[config.mk]
export PLATFORM = sky130hd
export DESIGN_NAME = can_message_segmenter
export DESIGN_NICKNAME = d
export VERILOG_FILES = /design/src/cms_pkg.sv /design/src/can_message_segmenter.sv /design/src/cms_framer.sv /design/src/cms_out_reg.sv
export SDC_FILE = /design/constraint.sdc
export NUM_CORES = 1
export LEC_CHECK = 0
export ABC_AREA = 0
export BUFFER_PORTS_ARGS = -buffer_cell sky130_fd_sc_hd__buf_2
export CAP_MARGIN = 15
export CORE_UTILIZATION = 50
export DETAILED_ROUTE_END_ITERATION = 7
export HOLD_SLACK_MARGIN = 0.02
export PLACE_DENSITY_LB_ADDON = 0.12
export SETUP_SLACK_MARGIN = 0.15
export SYNTH_ARGS = -nofsm -noshare
export SYNTH_HDL_FRONTEND = slang
export SYNTH_SLANG_ARGS = --single-unit
[constraint.sdc]
create_clock -name clk -period 8.3 [get_ports clk]
set_input_delay 1.245 -clock clk [delete_from_list [all_inputs] [get_ports clk]]
set_output_delay 1.245 -clock clk [all_outputs]
set_load 0.05 [all_outputs]
[src/cms_pkg.sv]
`default_nettype none

package cms_pkg;

    // Field widths of the byte stream and of the emitted frames
    localparam int DATA_W    = 8;
    localparam int LEN_W     = 10;
    localparam int ID_W      = 11;
    localparam int DESC_W    = 16;
    localparam int PAYLOAD_W = 48;
    localparam int FLEN_W    = 4;
    localparam int SEQ_W     = 2;
    localparam int SLOT_W    = 3;
    localparam int COUNT_W   = 8;

    // Frame layout
    localparam int BYTES_PER_FRAME = 6;
    localparam int SEQ_SHIFT       = 12;
    localparam int COUNT_SHIFT     = 6;
    localparam int DESC_BYTES      = 2;

    // ceil(len / 6) = ((len + 5) * RECIP_6) >> RECIP_SHIFT, exact for len + 5 < 2048
    localparam int RECIP_SHIFT = 14;
    localparam int RECIP_6     = 2731;

    localparam logic [SLOT_W-1:0] LAST_SLOT = SLOT_W'(BYTES_PER_FRAME - 1);

    // One frame as it leaves the segmenter
    typedef struct packed {
        logic                 last_frame;
        logic [FLEN_W-1:0]    frame_length;
        logic [PAYLOAD_W-1:0] payload;
        logic [DESC_W-1:0]    descriptor;
        logic [ID_W-1:0]      frame_id;
    } frame_t;

    // One message byte with its side information
    typedef struct packed {
        logic [ID_W-1:0]   can_id;
        logic [LEN_W-1:0]  msg_length;
        logic [DATA_W-1:0] data_byte;
    } byte_req_t;

endpackage

`default_nettype wire

[src/can_message_segmenter.sv]
// CAN message segmenter.
// Slave channel s_*: one message byte per request; s_tdata carries data_byte,
// msg_length and can_id. Master channel m_*: one classic CAN frame per
// request; m_tdata carries frame_id, descriptor, payload and frame_length,
// and m_tlast marks the final frame of a message.
// A frame goes out after every sixth byte of a message and after its final
// byte; a message longer than MAX_MSG_BYTES is swallowed without frames.
// A byte accepted into the input register is decoded there, and its frame,
// if any, is loaded into the result register that drives m_*.
// Throughput: one byte per cycle unless the receiver stalls. The byte
// decode, frame build and state update are one pass between the input
// register and the result register. When the receiver stalls, a waiting
// frame holds on m_* and the byte stage keeps going until it holds a byte
// that needs the result register; then s_tready drops until the frame is taken.
// Reset clears the sequence number, the message position and both valid
// flags; the block is ready for a byte as soon as reset ends.
`default_nettype none

module can_message_segmenter
    import cms_pkg::*;
#(
    parameter int MAX_MSG_BYTES = 512
)(
    input  wire logic        clk,
    input  wire logic        rst_n,
    input  wire logic        s_tvalid,
    output logic             s_tready,
    input  wire logic [31:0] s_tdata,   // data_byte[7:0], msg_length[17:8], can_id[28:18]
    output logic             m_tvalid,
    input  wire logic        m_tready,
    output logic [79:0]      m_tdata,   // frame_id[10:0], descriptor[26:11],
                                        // payload[74:27], frame_length[78:75]
    output logic             m_tlast
);

    localparam int REQ_W = $bits(byte_req_t);
    localparam int OUT_W = $bits(frame_t) - 1;

    logic      in_valid_reg, in_valid_next;
    byte_req_t in_req_reg;
    logic      fire;
    logic      emit;
    logic      out_free;
    frame_t    frame;
    frame_t    frame_out;

    // Step the byte when its frame, if any, has room
    assign fire     = in_valid_reg && (out_free || !emit);
    assign s_tready = !in_valid_reg || fire;

    always_comb
    begin
        in_valid_next = in_valid_reg;
        if (s_tvalid && s_tready)
            in_valid_next = 1'b1;
        else if (fire)
            in_valid_next = 1'b0;
    end

    always_ff @(posedge clk or negedge rst_n)
    begin
        if (!rst_n)
            in_valid_reg <= 1'b0;
        else
            in_valid_reg <= in_valid_next;
    end

    // Capture the request payload
    always_ff @(posedge clk)
    begin
        if (s_tvalid && s_tready)
            in_req_reg <= byte_req_t'(s_tdata[REQ_W-1:0]);
    end

    cms_framer #(
        .MAX_MSG_BYTES(MAX_MSG_BYTES)
    ) u_framer (
        .clk   (clk),
        .rst_n (rst_n),
        .fire  (fire),
        .req   (in_req_reg),
        .emit  (emit),
        .frame (frame)
    );

    cms_out_reg u_out (
        .clk       (clk),
        .rst_n     (rst_n),
        .load      (fire && emit),
        .frame_in  (frame),
        .free      (out_free),
        .valid     (m_tvalid),
        .taken     (m_tready),
        .frame_out (frame_out)
    );

    // Pack the frame without its last flag, pad to whole bytes
    assign m_tdata = {1'b0, frame_out[OUT_W-1:0]};
    assign m_tlast = frame_out.last_frame;

endmodule

`default_nettype wire

[src/cms_framer.sv]
`default_nettype none

module cms_framer
    import cms_pkg::*;
#(
    parameter int MAX_MSG_BYTES = 512
)(
    input  wire logic      clk,
    input  wire logic      rst_n,
    input  wire logic      fire,       // consume req this cycle
    input  wire byte_req_t req,
    output logic           emit,       // req closes a frame
    output frame_t         frame
);

    // Frame index never passes (MAX_MSG_BYTES - 1) / 6
    localparam int FI_W = $clog2((MAX_MSG_BYTES - 1) / BYTES_PER_FRAME + 2);
    localparam logic [LEN_W-1:0] MAX_LEN = LEN_W'(MAX_MSG_BYTES);
    localparam int CX_W = LEN_W + 1;
    localparam int PROD_W = CX_W + RECIP_SHIFT;

    logic [SEQ_W-1:0]     seq_reg, seq_next;
    logic [LEN_W-1:0]     byte_pos_reg, byte_pos_next;
    logic [FI_W-1:0]      frame_idx_reg, frame_idx_next;
    logic [PAYLOAD_W-1:0] buf_reg, buf_next;

    logic [LEN_W-1:0]     len_eff;
    logic [LEN_W-1:0]     pos;
    logic                 is_last;
    logic                 oversize;
    logic [LEN_W-1:0]     fi_x6;
    logic [LEN_W-1:0]     fill;
    logic [SLOT_W-1:0]    slot;
    logic [PAYLOAD_W-1:0] payload_or;
    logic [CX_W-1:0]      len_round;
    logic [PROD_W-1:0]    count_prod;
    logic [COUNT_W-1:0]   frame_count;

    // Decode the byte against the message state
    always_comb
    begin
        len_eff  = (req.msg_length == '0) ? LEN_W'(1) : req.msg_length;
        pos      = byte_pos_reg + LEN_W'(1);
        is_last  = (pos >= len_eff);
        oversize = (len_eff > MAX_LEN);
        fi_x6    = LEN_W'({frame_idx_reg, 2'b00}) + LEN_W'({frame_idx_reg, 1'b0});
        fill     = byte_pos_reg - fi_x6;
        slot     = (fill >= LEN_W'(BYTES_PER_FRAME)) ? LAST_SLOT : fill[SLOT_W-1:0];
        payload_or = buf_reg | (PAYLOAD_W'(req.data_byte) << {slot, 3'b000});
        emit     = !oversize && (slot == LAST_SLOT || is_last);
    end

    // Frame count by reciprocal multiply
    always_comb
    begin
        len_round   = CX_W'(len_eff) + CX_W'(BYTES_PER_FRAME - 1);
        count_prod  = PROD_W'(len_round) * PROD_W'(RECIP_6);
        frame_count = count_prod[RECIP_SHIFT +: COUNT_W];
    end

    // Build the outgoing frame
    always_comb
    begin
        frame.frame_id     = req.can_id;
        frame.descriptor   = (DESC_W'(seq_reg) << SEQ_SHIFT)
                           | (DESC_W'(frame_count) << COUNT_SHIFT)
                           | DESC_W'(frame_idx_reg);
        frame.payload      = payload_or;
        frame.frame_length = FLEN_W'(slot) + FLEN_W'(DESC_BYTES + 1);
        frame.last_frame   = is_last;
    end

    // Advance message state
    always_comb
    begin
        seq_next       = seq_reg;
        byte_pos_next  = byte_pos_reg;
        frame_idx_next = frame_idx_reg;
        buf_next       = buf_reg;
        if (fire)
        begin
            byte_pos_next = pos;
            if (oversize)
            begin
                if (is_last)
                begin
                    byte_pos_next  = '0;
                    frame_idx_next = '0;
                    buf_next       = '0;
                end
            end
            else
            begin
                buf_next = payload_or;
                if (emit && is_last)
                begin
                    seq_next       = seq_reg + SEQ_W'(1);
                    byte_pos_next  = '0;
                    frame_idx_next = '0;
                    buf_next       = '0;
                end
                else if (emit)
                begin
                    frame_idx_next = frame_idx_reg + FI_W'(1);
                    buf_next       = '0;
                end
            end
        end
    end

    always_ff @(posedge clk or negedge rst_n)
    begin
        if (!rst_n)
        begin
            seq_reg       <= '0;
            byte_pos_reg  <= '0;
            frame_idx_reg <= '0;
            buf_reg       <= '0;
        end
        else
        begin
            seq_reg       <= seq_next;
            byte_pos_reg  <= byte_pos_next;
            frame_idx_reg <= frame_idx_next;
            buf_reg       <= buf_next;
        end
    end

    // Frames already cut never run ahead of the bytes consumed
    a_fill_nonneg: assert property (@(posedge clk) disable iff (!rst_n)
        fi_x6 <= byte_pos_reg)
        else $error("frame index ahead of byte position");

    // A closing frame restarts the message
    a_last_clears: assert property (@(posedge clk) disable iff (!rst_n)
        fire && emit && is_last |=> byte_pos_reg == '0 && frame_idx_reg == '0)
        else $error("message state not cleared after last frame");

    // Sequence moves only on the last frame of a sent message
    a_seq_hold: assert property (@(posedge clk) disable iff (!rst_n)
        !(fire && emit && is_last) |=> $stable(seq_reg))
        else $error("sequence changed without a closing frame");

endmodule

`default_nettype wire

[src/cms_out_reg.sv]
`default_nettype none

module cms_out_reg
    import cms_pkg::*;
(
    input  wire logic   clk,
    input  wire logic   rst_n,
    input  wire logic   load,
    input  wire frame_t frame_in,
    output logic        free,       // may load this cycle
    output logic        valid,
    input  wire logic   taken,
    output frame_t      frame_out
);

    logic   valid_reg, valid_next;
    frame_t frame_reg;

    assign free      = !valid_reg || taken;
    assign valid     = valid_reg;
    assign frame_out = frame_reg;

    // Hold until taken, refill in the same cycle
    always_comb
    begin
        valid_next = valid_reg;
        if (load)
            valid_next = 1'b1;
        else if (taken)
            valid_next = 1'b0;
    end

    always_ff @(posedge clk or negedge rst_n)
    begin
        if (!rst_n)
            valid_reg <= 1'b0;
        else
            valid_reg <= valid_next;
    end

    always_ff @(posedge clk)
    begin
        if (load)
            frame_reg <= frame_in;
    end

    // Never overwrite a waiting frame
    a_no_overwrite: assert property (@(posedge clk) disable iff (!rst_n)
        load |-> free)
        else $error("result register overwritten");

endmodule

`default_nettype wire

Word level (Yosys, flattened, before mapping)
Cells that the tools add are included.
W data, S select, Z words.
- add/sub/neg operators: 7
- multipliers: 1
- order comparisons: 3
- eq/ne operators: 2
- shift-type cells: 1
- muxes and demuxes: 17
- bitwise gates (word level): 4
- reduce and logical (&&, ||, !) cells: 20
- operator list (operator ; number):
    $mux W48 ; 4
    $or A48 B48 Y48 ; 1
    $shl A8 B6 Y48 ; 1
    $mux W10 ; 4
    $mux W7 ; 4
    $mul A11 B12 Y22 const B ; 1
    $or A16 B7 Y16 ; 1
    $or A14 B14 Y14 ; 1
    $add A10 B3 Y11 const B ; 1
    $add A10 B1 Y10 const B ; 1
    $add A9 B8 Y10 ; 1
    $ge A10 B10 Y1 ; 1
    $ge A10 B3 Y1 const B ; 1
    $gt A10 B10 Y1 const B ; 1
    $logic_not A10 Y1 ; 1
    $sub A10 B10 Y10 ; 1
    $add A7 B1 Y7 const B ; 1
    $reduce_and A3 Y1 ; 2
    $logic_and A1 B1 Y1 ; 5
    $add A3 B2 Y4 const B ; 1
    $logic_not A1 Y1 ; 4
    $logic_or A1 B1 Y1 ; 4
    $mux W1 ; 4
    $reduce_bool A2 Y1 ; 2
    other kinds (7) ; 7
- register bits after elaboration: 178
- bits of input ports: 36
- output and inout bits: 83
- logic and storage cells: 69

Logic depth before layout (Yosys ltp)
Gate-level depths: netlist of run 1.
- depth after elaboration: 13
- mapped depth: 25
- gate-level depth less buffers: 25

Cells and area by module
Synthesis of run 1 repeated with hierarchy kept, for this count alone.
- cell total of the unflattened synthesis: 837
- area, all modules: 10035.9 µm²
- modules (own cells, without submodules) (module ; times used ; cells an instance ; area an instance (µm²) ; sequential area each (µm²)):
    cms_framer ; 1 ; 716 ; 6625.1 ; 1676.6
    cms_out_reg ; 1 ; 83 ; 2449.8 ; 2427.3
    can_message_segmenter ; 1 ; 38 ; 960.9 ; 895.9

Worst setup path after synthesis of run 1
Ideal clock, no wire load.
- path type: register to register
- from: register u_framer.frame_idx_reg[0]
- to: register u_out.frame_reg, in the netlist u_out.frame_out[0] (enable)
- setup time: 0.515 ns
- data arrival time: 6.319 ns
- setup slack: 1.467 ns
- stages on the path, launching flop included: 13
- buffers on the path: 1
- clock period less this slack: 6.833 ns
- cells stage by stage: dfrtp_1 > inv_1 > fa_1 > or4b_4 > a31o_2 > o211a_1 > o221ai_1 > or3_1 > buf_2 > ha_1 > o31ai_1 > and2_1 > nor2_1
- cells in the longest elaborated chain, start to end: 11
- RTL lines (what ; RTL line ; text):
    from (decl) ; cms_framer.sv:24 ; logic [FI_W-1:0] frame_idx_reg, frame_idx_next;
    from (signal assigned) ; cms_framer.sv:124 ; frame_idx_reg <= frame_idx_next;
    $add A9 B8 Y10 * ; cms_framer.sv:46 ; fi_x6 = LEN_W'({frame_idx_reg, 2'b00}) + LEN_W'({frame_idx_reg, 1'b0});
    $sub A10 B10 Y10 * ; cms_framer.sv:47 ; fill = byte_pos_reg - fi_x6;
    $ge A10 B3 Y1 ; cms_framer.sv:48 ; slot = (fill >= LEN_W'(BYTES_PER_FRAME)) ? LAST_SLOT : fill[SLOT_W-1:0];
    $mux W3 * ; cms_framer.sv:48 ;
    $eq A3 B3 Y1 * ; cms_framer.sv:50 ; emit = !oversize && (slot == LAST_SLOT || is_last);
    $logic_or A1 B1 Y1 * ; cms_framer.sv:50 ;
    $logic_and A1 B1 Y1 * ; cms_framer.sv:50 ;
    $logic_not A1 Y1 ; can_message_segmenter.sv:48 ; assign fire = in_valid_reg && (out_free || !emit);
    $logic_or A1 B1 Y1 ; can_message_segmenter.sv:48 ;
    $logic_and A1 B1 Y1 ; can_message_segmenter.sv:48 ;
    $logic_and A1 B1 Y1 * ; can_message_segmenter.sv:89 ; .load (fire && emit),
    named net u_out.load ; cms_out_reg.sv:8 ; input wire logic load,
    to (signal assigned) ; cms_out_reg.sv:44 ; frame_reg <= frame_in;
    to (decl) ; cms_out_reg.sv:17 ; frame_t frame_reg;
Mark *: on every way through the listed nets, which the timed path passes. The rest lies on a longest branch.
A chain may end at the register's enable or synchronous reset.

==> qor.yml, run 1 <==
die_x_um: 143
outcome: "completed"
hold_violations: 0
postCtsSetupBuffers: 0
worstPathRequired_ps: 8490
numCtsBuffers: 17
drive_gt1_share_pct: 17.8
worstMarginPinSlew_ps: 1080
num-nets-final: 1110
ys_top_cells_by_count: "edfxtp_1 (107), ha_1 (96), inv_1 (96)"
finalCriticalPeriod_ps: 6670
start_util_pct: 50.9
ys_seq_elements: 176
synth_most_common_cell: "edfxtp_1"
cts_tree: "yes"
num_antenna_cells: 0
maxSlewHeadroom_pct: 27.4
cts.clk_slew.worst_paths_ps: 80
hpwl_mm: 14.5
numClockSinks: 176
cp_data_arrival_time_ps: 6860
netlist_top_cells_area: "edfxtp_1 (32%), dfrtp_1 (17%), ha_1 (12%)"
critical_path.max_stage_delay_ps: 620
cts_hold_buffers: 0
drv_cap: 0
path_max_fanout: 4
portBuffers: 112
gr-total-overflow: 0
min_path_type: "flip-flop to flip-flop"
grt_first_pass_wirelength_mm: 33.3
h-tree-depth: 4
netlist_instances: 834
grt_pass1_vias: 6460
cp-start-kind: "flip-flop"
largest_reg_flops: 78
yosys.area.top_type: "edfxtp_1"
cp_common_cell: "fa_1"
synth_edf_count: 107
post-route-util_pct: 58.4
die_h_um: 143
rows: 51
fin_crit_sh_pct: 80.4
dieArea_um2: 20400
cts-resized-gates: 0
fin_ws_ps: 1630
synth_area_um2: 9910
cp-end-kind: "flip-flop"
slowest_stage: "a2111oi_0"
placed_area_um2: 10700
root_buffer: "clkbuf_16"
drtIter0Drc: 317
grt_max_degree: 70
synth_top_area_share_pct: 32.4
final_antenna_net_count: 0
avgSynthCellArea_um2: 11.9
ctsLongestPathBuffers: 2
fmax_mhz: 150
async_flop_share_pct: 39.2
worst-setup-path-type: "flip-flop to flip-flop"
setup_violations: 0
drtPass1Iterations: 5
crit_buf_inv: 3
wl_per_cell_um: 16.8
yosys_warnings: 0
skew_ps: 11.8
seq_area_frac_synth_pct: 49.8
drc: 0
worstPathCellList: "a21oi_1, nor2_1, nand4_1, nor2_1, nand2_1, xnor2_1, inv_1, ha_1, inv_1, fa_1, fa_1, fa_1, fa_1, inv_1, ha_1, and4_1, o311ai_0, a21o_1, a2111oi_0, a311oi_1, xor2_1, nand2b_1"
path_delay_family: "adder cells"
fp.coreArea_um2: 19500
synth_ff_type: "edfxtp_1"
area_delta_synth_final_pct: 14.6
yosysUniqueCellTypes: 59
viasPerCell: 5.27
preCtsSetupSlack_ps: 1610
track_usage_pct: 21.7
finalWirelength_mm: 20.5
slew_viol_final: 0
setup_tns_ps: 0
rsz0062_at_grt: "false"
antenna_found_initial: 0
final_cell_area_um2: 11400
place.gp.congestion: 0.822
dr_total_vias: 6417
io_pins: 119
clk_latency_ps: 440
## placed cells by master (no fill, tap or decap), types with 25 or more instances in the layout
cell type,count
buf_2,112
edfxtp_1,107
inv_1,96
ha_1,96
dfrtp_1,69
a21o_1,53
nand2_1,45
nor2_1,38
fa_1,38
o21a_1,37
nor3_1,31
o21ai_0,25
## metrics by stage
stage	instances	hold WS, ps
after floorplan	836	400
after CTS	1217	426
after detailed placement	1185	406
after global placement	1185	401
after global routing	1218	426
final	1218	422
## area by class of cell
type                       instances  area, um^2
clock inverter                    14         184
inverter                          97         364
fill                            1628        8100
timing repair buffer             117         611
sequential                       176        4940
multi-input combinational        531        4500
clock buffer                      18         429
tap                              265         332
## per-layer routing
metal	GRT usage, %	up-vias	routed length [um]
li1	-	3141	-
met1	28.1	3149	9240
met2	37.0	111	10400
met3	4.49	16	666
met4	5.77	0	230
met5	0	-	0
## path summary, 6_finish.rpt
| path | from | endpoint | slack, ps | depth (start not counted) |
|---|---|---|---|---|
| max | in_req_reg[8]$_DFFE_PP_ | u_out.frame_out[24]$_DFFE_PP_ | 1630 | 22 |
| min in group asynchronous | rst_n | u_framer.buf_reg[4]$_DFFE_PN0P_ | 1010 | 2 |
| min | in_req_reg[21]$_DFFE_PP_ | u_out.frame_out[3]$_DFFE_PP_ | 420 | 0 |
| min reg2reg | in_req_reg[21]$_DFFE_PP_ | u_out.frame_out[3]$_DFFE_PP_ | 420 | 0 |
| max reg2reg | in_req_reg[8]$_DFFE_PP_ | u_out.frame_out[24]$_DFFE_PP_ | 1630 | 22 |
| max in group asynchronous | rst_n | u_framer.buf_reg[33]$_DFFE_PN0P_ | 6660 | 2 |
## kinds of logic after synthesis
kind of cell	count (synthesis)	share of synthesized area (%)
AOI/OAI and AO/OA	180	12.9
and+or+nand+nor	178	9.19
DFF	176	49.8
adders and majority gates	134	19.8
buffers and inverters	129	5.10
xor gates and xnor gates	36	3.18
other	1	0.0378
Power of run 1 is not shown: default switching activity piles up to over one toggle a cycle in this logic, so the estimate is an artifact.
==> run 2: changes to the inputs <==
- clock period: 8.3 -> 5.6 ns (I/O delays scaled with it)
==> run 2 against run 1 <==
Net effect: via count up 3.3%; utilization increased by 3.2 points; clock skew grew 0.63 ps; global-route usage is 0.79 points higher; count of clock-buffer cells in the layout decreased by 1; critical path type unchanged; largest cell class unchanged.
==> qor.yml, run 2 (synthesis results as in run 1) <==
outcome: "completed"  # unchanged
dieArea_um2: 20400  # unchanged
dp_cells: 1216  # was 1,185
die_h_um: 143  # unchanged
drtIter0Drc: 345  # was 317
dr_total_vias: 6629  # was 6,417
track_usage_pct: 22.5  # was 21.7%
setup_tns_ps: 0  # unchanged
gr-max-usage-layer: "met2"  # unchanged
final_cell_mix: "buf_2 (111), edfxtp_1 (107), ha_1 (91)"  # was buf_2 (112), edfxtp_1 (107), inv_1 (96), ha_1 (96), dfrtp_1 (69)
cts.clk_slew.worst_paths_ps: 80  # about the same
viasPerCell: 5.24  # was 5.27
path_delay_family: "adder cells"  # unchanged
numClockSinks: 176  # unchanged
maxSlewHeadroom_pct: 35.7  # was 27.4%
setup_violations: 0  # unchanged
root_buffer: "clkbuf_16"  # unchanged
h-tree-depth: 4  # unchanged
drtPass1Iterations: 5  # unchanged
cts_hold_buffers: 0  # unchanged
skew_ps: 12.4  # was 11.8 ps
met2_usage_pct: 37.4  # was 37.0%
grt_first_pass_wirelength_mm: 34.6  # was 33.3 mm
start_util_pct: 50.9  # unchanged
largest_reg_flops: 78  # unchanged
clk_latency_ps: 440  # about the same
gr-total-overflow: 0  # unchanged
cts_tree: "yes"  # unchanged
area_delta_synth_final_pct: 20.8  # was 14.6%
num_antenna_cells: 0  # unchanged
grt_pass1_vias: 6602  # was 6,460
hpwl_mm: 15.3  # was 14.5 mm
fin_crit_sh_pct: 99.8  # was 80.4%
fill_cells: 1568  # was 1,628
drc: 0  # unchanged
rsz0062_at_grt: "true"  # was false
final_antenna_net_count: 0  # unchanged
io_pins: 119  # unchanged
worstPathRequired_ps: 5790  # was 8490 ps
crit_buf_inv: 7  # was 3
cp-start-kind: "flip-flop"  # unchanged
fin_cells: 1266  # was 1,218
hold_violations: 0  # unchanged
whs_ps: 427  # was 422 ps
place.gp.congestion: 0.845  # was 0.822
die_x_um: 143  # unchanged
numCtsBuffers: 17  # unchanged
cp-end-kind: "flip-flop"  # unchanged
layout_commonest_cell: "buf_2"  # unchanged
drv_cap: 0  # unchanged
placed_area_um2: 11000  # was 10,700 um^2
cp_data_arrival_time_ps: 5780  # was 6860 ps
finalCriticalPeriod_ps: 5590  # was 6670 ps
ctsLongestPathBuffers: 2  # unchanged
fmax_mhz: 179  # was 150 MHz
fp.coreArea_um2: 19500  # unchanged
grt_max_degree: 70  # unchanged
path_max_fanout: 3  # was 4
antenna_found_initial: 0  # unchanged
slew_viol_final: 0  # unchanged
portBuffers: 112  # unchanged
met3_usage_pct: 4.26  # was 4.49%
min_path_type: "flip-flop to flip-flop"  # unchanged
final_cell_area_um2: 12000  # was 11,400 um^2
finalWirelength_mm: 21.4  # was 20.5 mm
worst-setup-path-type: "flip-flop to flip-flop"  # unchanged
grt_use_met1_pct: 30.6  # was 28.1%
num-nets-final: 1158  # was 1,110
slowest_stage: "fa_1"  # was a2111oi_0
wl_per_cell_um: 16.9  # was 16.8 um
cp_common_cell: "fa_1"  # unchanged
rows: 51  # unchanged
drive_gt1_share_pct: 26.2  # was 17.8%
critical_path.max_stage_delay_ps: 540  # was 620 ps
worstMarginPinSlew_ps: 957  # was 1080 ps
-- run 2: final cells by class --
| class | instances | area [um^2] | area share, % |
|---|---|---|---|
| repair buffers | 165 | 981 | 8.19 |
| clock buffers | 17 | 425 | 3.55 |
| multi-input cells | 531 | 4740 | 39.6 |
| inverters | 97 | 367 | 3.06 |
| well taps | 265 | 332 | 2.77 |
| flip-flops and latches | 176 | 4940 | 41.2 |
| clock inverters | 15 | 190 | 1.59 |
-- run 2: worst reg2reg max path: stages (launching register included) --
cell and delay, ps:
edfxtp_1 410, a21oi_2 200, nor2_2 70, nand4_1 100, buf_4 140, nor2_4 40
buf_6 130, xnor2_4 130, ha_4 290, inv_2 30, fa_1 480, inv_1 50
fa_1 490, inv_2 40, fa_1 470, fa_1 540, inv_2 50, ha_4 250
and4_4 270, o311ai_4 130, a21o_1 240, buf_4 150, a211o_1 320, o21ai_2 150
xnor2_1 130, nand2b_1 60
-- run 2: worst paths after layout --
path                                           from                              endpoint  slack, ps  cells past startpoint
setup / recovery            in_req_reg[9]$_DFFE_PP_         u_out.frame_out[23]$_DFFE_PP_          9                     25
hold / removal             in_req_reg[20]$_DFFE_PP_          u_out.frame_out[2]$_DFFE_PP_        430                      0
setup reg to reg            in_req_reg[9]$_DFFE_PP_         u_out.frame_out[23]$_DFFE_PP_          9                     25
hold reg to reg            in_req_reg[20]$_DFFE_PP_          u_out.frame_out[2]$_DFFE_PP_        430                      0
max in group asynchronous                     rst_n  u_framer.byte_pos_reg[6]$_DFFE_PN0P_       4400                      2
min in group asynchronous                     rst_n      u_framer.buf_reg[37]$_DFFE_PN0P_        600                      2
-- run 2: what timing repair did --
item | in CTS | in global routing
buffers inserted | 9 | 8
resized for setup | 23 | 19
pin swaps | 26 | 23
endpoints found under the setup margin | 4 | 7
-- run 2: layer usage --
layer | vias up | wire [um]
met2 | 133 | 10600
met3 | 15 | 750
li1 | 3239 | -
met4 | 0 | 223
met1 | 3242 | 9820
met5 | - | 0
-- run 2: per-stage QoR --
| step | utilization [%] | setup slack, ps |
|---|---|---|
| 6_report | 61.5 | 9.42 |
| 2_1_floorplan | - | 139 |
| 3_3_place_gp | 56.7 | 26.9 |
| 4_1_cts | 60.8 | 72.7 |
| 3_5_place_dp | 56.7 | 10.1 |
| 5_1_grt | 61.5 | -226 |
Power of run 2 is left out for the same reason.
==> run 3: changes to the inputs <==
- CORE_UTILIZATION: 50 -> 53
==> run 3 against run 2 <==
Net effect: worst hold slack lost 8.9 ps; setup slack gained 43 ps; non-clock buffer count grew 1; the run now ends with design-rule violations left; routed wire length grew 2.9%; largest cell class unchanged.
==> qor.yml, run 3 (synthesis results as in run 1) <==
grt_first_pass_wirelength_mm: 36.0  # was 34.6 mm
wl_per_cell_um: 17.9  # was 16.9 um
io_pins: 119  # unchanged
worstPathRequired_ps: 5780  # was 5790 ps
layout_commonest_cell: "buf_2"  # unchanged
track_usage_pct: 23.9  # was 22.5%
grt_max_degree: 70  # unchanged
drtIter0Drc: 342  # was 345
setup_violations: 0  # unchanged
largest_reg_flops: 78  # unchanged
min_path_type: "flip-flop to flip-flop"  # unchanged
multi_input_area_um2: 4780  # was 4740 um^2
cts_tree: "yes"  # unchanged
reg2reg_depth: 23  # was 25
worst-setup-path-type: "flip-flop to flip-flop"  # unchanged
clk_latency_ps: 430  # was 440 ps
h-tree-depth: 4  # unchanged
numCtsBuffers: 17  # unchanged
skew_ps: 10.5  # was 12.4 ps
rows: 49  # was 51
start_util_pct: 54.6  # was 50.9%
fmax_mhz: 180  # was 179 MHz
drive_gt1_share_pct: 26.1  # was 26.2%
fp.coreArea_um2: 18100  # was 19,500 um^2
die_x_um: 139  # was 143 um
ctsLongestPathBuffers: 2  # unchanged
final_antenna_net_count: 0  # unchanged
viasPerCell: 5.62  # was 5.24
dr_total_vias: 6918  # was 6,629
cp-start-kind: "flip-flop"  # unchanged
hold_end: "u_out.frame_out[5]$_DFFE_PP_"  # was u_out.frame_out[2]$_DFFE_PP_
gr-total-overflow: 0  # unchanged
worst-r2r-setup-slack_ps: 50  # was 9 ps
post-route-util_pct: 65.8  # was 61.5%
num-nets-final: 1159  # was 1,158
seq_area_um2: 4940  # unchanged
hold_violations: 0  # unchanged
outcome: "complete, but fails checks"  # was completed
fin_crit_sh_pct: 99.1  # was 99.8%
portBuffers: 112  # unchanged
maxSlewHeadroom_pct: 26.1  # was 35.7%
finalCriticalPeriod_ps: 5550  # was 5590 ps
root_buffer: "clkbuf_16"  # unchanged
drtPass1Iterations: 7  # was 5
cp_data_arrival_time_ps: 5730  # was 5780 ps
min_path_cells: 0  # unchanged
cts.clk_slew.worst_paths_ps: 70  # was 80 ps
r2r-end: "u_out.frame_out[23]$_DFFE_PP_"  # unchanged
cp-end-kind: "flip-flop"  # unchanged
slew_viol_final: 0  # unchanged
antenna_found_initial: 0  # unchanged
dieArea_um2: 19300  # was 20,400 um^2
num_antenna_cells: 0  # unchanged
final_cell_mix: "buf_2 (111), edfxtp_1 (107), ha_1 (89)"  # was buf_2 (111), edfxtp_1 (107), ha_1 (91)
violations: "design-rule violations"
path_max_fanout: 3  # unchanged
finalWirelength_mm: 22.0  # was 21.4 mm
drv_cap: 0  # unchanged
place.gp.congestion: 0.800  # was 0.845
numClockSinks: 176  # unchanged
grt_pass1_vias: 7243  # was 6,602
fill_cells: 1360  # was 1,568
rsz0062_at_grt: "true"  # unchanged
area_delta_synth_final_pct: 20.4  # was 20.8%
min_from: "in_req_reg[23]$_DFFE_PP_"  # was in_req_reg[20]$_DFFE_PP_
hpwl_mm: 15.9  # was 15.3 mm
cts_hold_buffers: 0  # unchanged
die_h_um: 139  # was 143 um
worstMarginPinSlew_ps: 1100  # was 957 ps
r2r-start: "in_req_reg[9]$_DFFE_PP_"  # unchanged
drc: 4  # was 0
==> run 3: cell count changes in the layout (fill, tap and decap cells not counted), sizes merged <==
cell,delta
clkinv,-5
inv,-2
clkinvlp,+3
bufinv,+2
clkbuf,+3
==> run 3: repair_timing <==
action                                  CTS  global route
hold endpoints to repair                  0             0
pin swaps                                21            12
resized for setup                        24            17
buffers inserted                         12             4
endpoints found under the setup margin    3             8
gates cloned                              0             0
==> run 3: layer usage <==
layer / part of all wire [%] / global-route usage (%)
met5: 0 / 0
met4: 2.3 / 9.06
met3: 4.0 / 4.21
met2: 51 / 42.1
met1: 42 / 29.5
==> run 3: stage by stage <==
stage / std cells / hold slack (ps) / setup slack (ps) / cell area (um^2) / TNS [ps]
detailed placement: 1183 / 412 / -94.1 / 11000 / -94.1
CTS: 1227 / 423 / 81.2 / 11800 / 0
finish: 1231 / 418 / 52.4 / 11900 / 0
floorplan: 836 / 400 / 139 / 10000 / 0
global placement: 1183 / 401 / 47.5 / 11000 / 0
global route: 1231 / 427 / -185 / 11900 / -310
==> run 3: worst max-delay path by stage <==
stage,end,depth (start not counted),start,slack [ps]
final,u_out.frame_out[23]$_DFFE_PP_,23,in_req_reg[9]$_DFFE_PP_,50
after detailed placement,u_out.frame_out[24]$_DFFE_PP_,22,in_req_reg[9]$_DFFE_PP_,-90
after CTS,s_tready,13,u_framer.frame_idx_reg[1]$_DFFE_PN0P_,80
after global placement,u_out.frame_out[24]$_DFFE_PP_,22,in_req_reg[9]$_DFFE_PP_,50
after global routing,u_out.frame_out[24]$_DFFE_PP_,23,in_req_reg[9]$_DFFE_PP_,-190
after floorplan,u_out.frame_out[24]$_DFFE_PP_,22,in_req_reg[9]$_DFFE_PP_,140
==> run 3: cell type report <==
cell class | instances | share of cell area [%]
inverters | 97 | 3.05
clock inverters | 13 | 1.30
flip-flops and latches | 176 | 41.4
well taps | 229 | 2.40
multi-input cells | 531 | 40.0
repair buffers | 166 | 8.22
clock buffers | 19 | 3.63
==> run 3: worst max-delay path, cell delays in order, from the launching register on <==
cell and delay [ps]:
edfxtp_1 370, a21oi_2 90, nor2_4 90, nand4_1 130
nor2_2 190, nand2_1 110, xnor2_2 170, inv_2 80
ha_4 260, inv_2 30, fa_1 480, fa_2 560
fa_1 440, fa_1 510, inv_2 50, ha_4 270
and4_4 270, o311ai_4 110, a21o_1 250, buf_4 150
a211o_1 320, o21ai_2 160, xnor2_1 130, nand2b_1 70
Power of run 3 is left out for the same reason.
